## src/wswh_dly.sv

```systemverilog
// Fixed-depth register delay line for pipeline payload alignment.
// No dependencies.
module wswh_dly #(
   parameter int WIDTH = 64,
   parameter int DEPTH = 1
) (
   input  logic             clock,
   input  logic [WIDTH-1:0] din,
   output logic [WIDTH-1:0] dout
);

   logic [WIDTH-1:0] tap_ff [DEPTH];

   always_ff @(posedge clock) begin
      tap_ff[0] <= din;
      for (int i = 1; i < DEPTH; i++) begin
         tap_ff[i] <= tap_ff[i-1];
      end
   end

   assign dout = tap_ff[DEPTH-1];

endmodule

```

## config.mk

```make
export PLATFORM = sky130hd
export DESIGN_NAME = wswh_dly
export DESIGN_NICKNAME = d
export VERILOG_FILES = /design/src/wswh_dly.sv
export SDC_FILE = /design/constraint.sdc
export NUM_CORES = 1
export LEC_CHECK = 0
export ABC_AREA = 1
export BUFFER_PORTS_ARGS = -buffer_cell sky130_fd_sc_hd__buf_2
export CORE_ASPECT_RATIO = 1.2
export CORE_MARGIN = 8
export CORE_UTILIZATION = 33
export DETAILED_ROUTE_END_ITERATION = 10
export PLACE_DENSITY = 0.75
export SYNTH_ARGS = -nofsm -noshare
export SYNTH_HDL_FRONTEND = slang
export SYNTH_SLANG_ARGS = --single-unit
```

## constraint.sdc

```tcl
create_clock -name clock -period 0.8 [get_ports clock]
set_input_delay 0.08 -clock clock [delete_from_list [all_inputs] [get_ports clock]]
set_output_delay 0.08 -clock clock [all_outputs]
set_load 0.03 [all_outputs]
```

==> impl_metrics.csv, run 1 <==
group,metric,value,unit
outcome,status,"complete, but fails checks",
outcome,violations,"negative setup slack",
timing,hold_viol_final,0,
global_route,grt_pass1_vias,1573,
synthesis,synthesis.nets,129,
synthesis,ys_seq_elements,64,
pwr,leakage,0.00155,uW
placed_design,post-place-ws,222,ps
synthesis,yosys-top-cells-area,"dfxtp_1",
timing,setup_ws,-94.4,ps
floorplan,die_h,84.3,um
run,max_cap_viol_count,0,
floorplan,num_rows,25,
layout,multi_input_area,0,um2
pwr,power.density,2240,mW/mm2
routing,drt_wl_total,6030,um
layout,comb.multi_input.count,0,
routing,drc_errors,0,
routing,avgViaCountPerCell,3.96,
routing,ant_nets,0,
synthesis,synth.avg_cell_area,20.0,um2
global_route,grt_max_degree,12,
layout,diodes,0,
layout,final_cell_mix,"dlygate4sd3_1, buf_2, buf_6, dfxtp_2, clkbuf_8",
timing,worstMarginPinSlew,102,ps
pwr,finalPower,7400,uW
layout,largest_register_ffs,64,
synthesis,ys_seq_area_share,100,%
routing,num_vias,1291,
synthesis,yosysTopAreaCell,"dfxtp_1",
setup_path,critPathKind,"reg2out",
global_route,grt_overflow,0,
floorplan,start_util,33.3,%
timing,slew_headroom,93.2,%
timing,rsz0062_at_grt,"true",
setup_path,end_kind,"primary output",
layout,n_fill_cell,201,
timing,holdWs,381,ps
floorplan,die_w,72.9,um
placed_design,place.gp.congestion,0.690,
timing,setup_viol,64,
timing,finalCritPeriodShare,112,%
placed_design,port_buffers,128,
setup_path,cp.required,720,ps
clock_network,cts.sinks,64,
global_route,grt.total_usage,19.7,%
synthesis,ys_types,1,
clock_network,cts_tree,"done",
pwr,ir_drop,1590,uV
synthesis,synth.top_cell.area_share,100,%
synthesis,synthCells,64,
floorplan,ios,129,
setup_path,cpPeakStageDelay,350,ps
timing,drv_slew,0,
setup_path,slowest_stage,"dfxtp_2",
setup_path,critPathTopFamily,"flip-flops",
clock_network,clock_path_buffers,2,
clock_network,post-cts-setup-buffers,0,
clock_network,clk_pin_slew,70,ps
floorplan,core-area,0.00385,mm2
timing,fin_crit,894,ps
layout,final_area,0.00331,mm2
synthesis,syn-cell-area,0.00128,mm2
layout,nets,332,
floorplan,dieArea,0.00614,mm2
global_route,grt_pass1_wl,8600,um
placed_design,dp_hpwl,2920,um
setup_path,startpoint_type,"flip-flop",
layout,regArea,0.00136,mm2
routing,drt_iter0_markers,29,
routing,drt-pass1-iter-count,4,
layout,largest-register,"tap_ff",
placed_design,dpl-instance-area,0.00199,mm2
setup_path,worstPathArrival,810,ps
layout,final_layout_size_suffix_gt1_share,76.1,%
synthesis,ys_warn_count,0,
global_route,grt_antenna_before_repair,0,
clock_network,h-tree-depth,3,
routing,wl_per_cell,18.5,um
setup_path,crit_buf_inv,1,
clock_network,numCtsBuffers,9,
layout,largestRegisters,"tap_ff: 64 flops",
layout,area_growth,158,%
worst_hold_path,hold_class,"in2reg",
timing,max_freq,1120,MHz
setup_path,cp_cell_sequence,"buf_6",
setup_path,cp_max_fo,1,
clock_network,cts-root-buf,"clkbuf_8",
## synthesized netlist by cell type
library cell / instances
dfxtp_1: 64
## stage by stage
stage	TNS, ps	std cells	utilization (%)
after floorplan	0	64	-
after global placement	0	246	51.7
after detailed placement	0	246	51.7
after CTS	-4540	326	86.0
after global routing	-5700	326	86.0
final	-3960	326	86.0
## cell families after synthesis
| family | share of synthesized area (%) |
|---|---|
| flip-flops | 100 |
## power by group
part / internal, uW / leakage [uW] / switching (uW)
logic: 624 / 0.000906 / 529
registers: 3390 / 0.000540 / 93.2
clock network: 1520 / 0.0000993 / 1240
## area by class of cell
type,count,area share (%)
timing repair buffer,192,50.8
sequential,64,41.1
clock buffer,11,4.27
tap,54,2.04
clock inverter,5,1.70
## routing by layer
metal / global-route usage (%) / part of all wire (%) / wire [um]
met5: 0 / 0 / 0
met4: 12.2 / 2.5 / 151
met3: 9.18 / 11 / 655
met2: 36.4 / 55 / 3330
met1: 15.9 / 31 / 1900
## timing repair
item                                    CTS  global route
endpoints found under the hold margin    64             0
resized for setup                       192             0
endpoints found under the setup margin   64            64
hold buffers                             64             0
## worst paths after layout
| kind | start | endpoint | slack [ps] | cells past startpoint |
|---|---|---|---|---|
| worst max-delay path | tap_ff[0][10] | dout[10] | -90 | 1 |
| worst min-delay path | din[42] | tap_ff[0][42] | 380 | 2 |
Power figures use the tool's default switching activity.
==> inputs of run 2 (changes only) <==
--- a/config.mk
+++ b/config.mk
@@ -6,12 +6,13 @@
 export NUM_CORES = 1
 export LEC_CHECK = 0
 export ABC_AREA = 1
-export BUFFER_PORTS_ARGS = -buffer_cell sky130_fd_sc_hd__buf_2
+export BUFFER_PORTS_ARGS = -buffer_cell sky130_fd_sc_hd__clkbuf_2
 export CORE_ASPECT_RATIO = 1.2
 export CORE_MARGIN = 8
 export CORE_UTILIZATION = 33
 export DETAILED_ROUTE_END_ITERATION = 10
 export PLACE_DENSITY = 0.75
+export SLEW_MARGIN = 5
 export SYNTH_ARGS = -nofsm -noshare
 export SYNTH_HDL_FRONTEND = slang
 export SYNTH_SLANG_ARGS = --single-unit
==> run 2 against run 1 <==
  * The flow still finishes with violations (negative setup slack)
  * Non-clock buffer count stayed put
  * Maximum frequency shrank 3.1%
  * Combinational power rose by 13%
  * Critical endpoint is now dout[21]
  * Largest power group unchanged
==> impl_metrics.csv, run 2 (same netlist as run 1, synthesis figures left out) <==
group,metric,value,unit
outcome,status,"complete, but fails checks",
outcome,violations,"negative setup slack",
layout,final_cell_mix,"dlygate4sd3_1, clkbuf_2, buf_8, dfxtp_2, clkbuf_8",
placed_design,dp_hpwl,3060,um
layout,largest-register,"tap_ff",
layout,nets,332,
floorplan,die_w,72.9,um
clock_network,cts-root-buf,"clkbuf_8",
layout,regArea,0.00136,mm2
global_route,grt_antenna_before_repair,0,
setup_path,cp.required,720,ps
placed_design,place.gp.congestion,0.692,
worst_hold_path,hold_class,"in2reg",
layout,largestRegisters,"tap_ff: 64 flops",
floorplan,dieArea,0.00614,mm2
worst_hold_path,min_path_cells,2,
routing,drt_iter0_markers,54,
setup_path,critPathKind,"reg2out",
layout,area_growth,176,%
global_route,grt_overflow,0,
floorplan,ios,129,
routing,drc_errors,0,
timing,drv_slew,0,
layout,diodes,0,
run,max_cap_viol_count,0,
layout,comb.multi_input.count,0,
clock_network,cts.sinks,64,
global_route,grt_max_degree,12,
setup_path,cp_max_fo,1,
pwr,power.density,2130,mW/mm2
placed_design,placed_cells,246,
timing,holdWs,381,ps
placed_design,port_buffers,128,
routing,num_vias,1326,
routing,wl_met3,662,um
clock_network,post-cts-setup-buffers,0,
setup_path,end_kind,"primary output",
floorplan,start_util,33.3,%
global_route,grt.total_usage,20.6,%
setup_path,worstPathArrival,840,ps
timing,finalCritPeriodShare,115,%
layout,instances_no_fill,326,
routing,drt-pass1-iter-count,4,
placed_design,dpl-instance-area,0.00199,mm2
setup_path,cp_cell_sequence,"buf_8",
pwr,leakage,0.00164,uW
setup_path,slowest_stage,"dfxtp_2",
global_route,grt_pass1_vias,1617,
layout,multi_input_area,0,um2
layout,n_fill_cell,138,
timing,setup_viol,64,
clock_network,clock_path_buffers,2,
layout,final_util,92.0,%
timing,setup_ws,-123,ps
routing,drt_wl_total,6820,um
pwr,finalPower,7550,uW
clock_network,h-tree-depth,3,
floorplan,die_h,84.3,um
timing,hold_viol_final,0,
global_route,grt_pass1_wl,9020,um
routing,avgViaCountPerCell,4.07,
floorplan,num_rows,25,
routing,ant_nets,0,
timing,fin_crit,923,ps
routing,wl_per_cell,20.9,um
timing,max_freq,1080,MHz
clock_network,numCtsBuffers,9,
routing,routed-wl-met2,3780,um
routing,top_layer,"met4",
setup_path,crit_buf_inv,1,
timing,rsz0062_at_grt,"true",
setup_path,cpPeakStageDelay,370,ps
pwr,ir_drop,1970,uV
setup_path,critPathTopFamily,"flip-flops",
timing,slew_headroom,92.7,%
timing,worstMarginPinSlew,109,ps
floorplan,core-area,0.00385,mm2
layout,largest_register_ffs,64,
routing,wl_met1,2210,um
setup_path,critical_path_depth,1,
setup_path,startpoint_type,"flip-flop",
layout,final_area,0.00354,mm2
layout,final_layout_size_suffix_gt1_share,76.1,%
clock_network,cts_tree,"done",
clock_network,clk_pin_slew,80,ps
[run 2: cell types whose count changed in the layout (fill, tap and decap cells not counted), sizes merged]
| cell | change |
|---|---|
| clkinvlp | +1 |
| buf | -64 |
| clkbuf | +63 |
[run 2: final cells by class]
class,instances,share of cell area [%]
Timing Repair Buffer,192,54.3
Tap cell,54,1.91
Clock inverter,6,1.70
Clock buffer,10,3.61
Sequential cell,64,38.5
[run 2: path summary, 6_finish.rpt]
path,start,to,slack [ps]
setup / recovery,tap_ff[0][21],dout[21],-120
hold / removal,din[53],tap_ff[0][53],380
[run 2: power by group]
part | total (uW) | switching, uW | internal [uW]
logic | 1300 | 552 | 746
registers | 3530 | 130 | 3390
clock network | 2730 | 1300 | 1420
total | 7550 | 1990 | 5560
[run 2: what timing repair did]
| item | 4_1_cts | 5_1_grt |
|---|---|---|
| setup endpoints to repair | 64 | 64 |
| hold buffers | 64 | 0 |
| resized for setup | 181 | 75 |
| endpoints found under the hold margin | 64 | 0 |
| cloned | 0 | 0 |
[run 2: through the flow]
stage / setup TNS, ps / worst slack, ps
final: -4960 / -123
after floorplan: 0 / 261
after global routing: -7150 / -151
after global placement: 0 / 217
after detailed placement: 0 / 209
after CTS: -5750 / -105
[run 2: metal layers]
metal | global-route usage (%) | up-vias
met4 | 9.12 | 0
li1 | - | 601
met2 | 37.8 | 95
met3 | 11.1 | 13
met1 | 17.3 | 617
met5 | 0 | -
==> inputs of run 3 (changes only) <==
--- a/config.mk
+++ b/config.mk
@@ -12,7 +12,6 @@
 export CORE_UTILIZATION = 33
 export DETAILED_ROUTE_END_ITERATION = 10
 export PLACE_DENSITY = 0.75
-export SLEW_MARGIN = 5
 export SYNTH_ARGS = -nofsm -noshare
 export SYNTH_HDL_FRONTEND = slang
 export SYNTH_SLANG_ARGS = --single-unit
==> constraint.sdc (replaced) <==
create_clock -name clock -period 0.8 [get_ports clock]
set_input_delay 0.08 -clock clock [delete_from_list [all_inputs] [get_ports clock]]
set_output_delay 0.08 -clock clock [all_outputs]
set_load 0.05 [all_outputs]
==> run 3 against run 2 <==
  * The run now fails in clock tree synthesis (4_1_cts)
  * Area after synthesis did not move
  * Synthesized cell count unchanged
==> impl_metrics.csv, run 3 <==
group,metric,value,unit
floorplan,start_util,33.3,%
synthesis,synth.top_cell.area_share,100,%
synthesis,synth-edff-count,0,
clock_network,cts-root-buf,"clkbuf_8",
outcome,stop_stage,"clock tree synthesis (4_1_cts)",
floorplan,num_rows,25,
synthesis,synth_most_common_cell,"dfxtp_1",
clock_network,clock_path_buffers,2,
floorplan,die_w,72.9,um
clock_network,cts_hold_buf,64,
outcome,status,"did not finish",
placed_design,place.gp.congestion,0.692,
synthesis,ys_types,1,
outcome,firstError,"[ERROR DPL-0038] Utilization greater than 100%, impossible to legalize",
synthesis,synthSimpleGateAreaFrac,0,%
clock_network,post-cts-setup-buffers,0,
synthesis,synthFlopType,"dfxtp_1",
synthesis,synth_xor_area_share,0,%
synthesis,ys_seq_elements,64,
synthesis,yosys-top-cells-area,"dfxtp_1",
clock_network,ctsResizeCount,224,
floorplan,ios,129,
synthesis,synthesis.nets,129,
synthesis,ys_warn_count,0,
synthesis,synth_compound_gate_area_share,0,%
synthesis,yosysTopAreaCell,"dfxtp_1",
placed_design,dp_hpwl,3030,um
synthesis,synth.avg_cell_area,20.0,um2
clock_network,numCtsBuffers,9,
synthesis,synth_mux_area_share,0,%
placed_design,port_buffers,128,
synthesis,synth_common_cells,"dfxtp_1",
clock_network,h-tree-depth,3,
synthesis,syn-cell-area,0.00128,mm2
synthesis,synthCells,64,
floorplan,die_h,84.3,um
clock_network,cts.sinks,64,
synthesis,yosys.area_share.adder,0,%
synthesis,ys_seq_area_share,100,%
synthesis,synth-async-reset-ratio,0,%
-- run 3: cell counts after synthesis --
No cell type changed its count.
-- run 3: stage by stage --
step	setup slack, ps	cell area (um2)	std cells
detailed placement	131	1990	246
global placement	145	1990	246
floorplan	133	1280	64
-- run 3: logic make-up after synthesis --
| group | Yosys count |
|---|---|
| DFF | 64 |
==> inputs of run 4 (changes only) <==
--- a/config.mk
+++ b/config.mk
@@ -7,11 +7,10 @@
 export LEC_CHECK = 0
 export ABC_AREA = 1
 export BUFFER_PORTS_ARGS = -buffer_cell sky130_fd_sc_hd__clkbuf_2
-export CORE_ASPECT_RATIO = 1.2
 export CORE_MARGIN = 8
 export CORE_UTILIZATION = 33
 export DETAILED_ROUTE_END_ITERATION = 10
-export PLACE_DENSITY = 0.75
+export PLACE_DENSITY_LB_ADDON = 0.15
 export SYNTH_ARGS = -nofsm -noshare
 export SYNTH_HDL_FRONTEND = slang
 export SYNTH_SLANG_ARGS = --single-unit
==> run 4 against run 3 <==
  * The flow again stops in clock tree synthesis (4_1_cts)
  * Synthesized cell count is the same
  * Area after synthesis stayed put
==> impl_metrics.csv, run 4 <==
group,metric,value,unit
placed_design,port_buffers,128,
outcome,status,"did not finish",
clock_network,cts-root-buf,"clkbuf_8",
synthesis,synth-edff-count,0,
synthesis,yosys-top-cells-area,"dfxtp_1",
clock_network,ctsResizeCount,244,
synthesis,synth.top_cell.area_share,100,%
synthesis,yosysTopAreaCell,"dfxtp_1",
synthesis,ys_warn_count,0,
clock_network,h-tree-depth,3,
synthesis,ys_seq_area_share,100,%
synthesis,synth_most_common_cell,"dfxtp_1",
synthesis,ys_types,1,
clock_network,numCtsBuffers,9,
floorplan,die_w,78.3,um
outcome,firstError,"[ERROR DPL-0038] Utilization greater than 100%, impossible to legalize",
floorplan,ios,129,
synthesis,synth-async-reset-ratio,0,%
clock_network,post-cts-setup-buffers,0,
synthesis,ys_seq_elements,64,
clock_network,cts.sinks,64,
synthesis,synthesis.nets,129,
clock_network,cts_hold_buf,64,
synthesis,synthCells,64,
synthesis,synth_common_cells,"dfxtp_1",
synthesis,synthFlopType,"dfxtp_1",
floorplan,start_util,34.7,%
floorplan,die_h,78.3,um
synthesis,syn-cell-area,0.00128,mm2
clock_network,clock_path_buffers,2,
placed_design,dpl-instance-area,0.00198,mm2
placed_design,place.gp.congestion,0.702,
floorplan,num_rows,22,
synthesis,synth.avg_cell_area,20.0,um2
placed_design,placed_cells,240,
outcome,stop_stage,"clock tree synthesis (4_1_cts)",
==> run 4: cell families after synthesis <==
| family | after synthesis | synth area share, % |
|---|---|---|
| DFF | 64 | 100 |
==> run 4: stage by stage <==
| step | utilization, % | setup slack, ps | hold WS [ps] |
|---|---|---|---|
| global placement | 53.7 | 151 | 182 |
| detailed placement | 53.7 | 136 | 184 |
| floorplan | - | 133 | 108 |
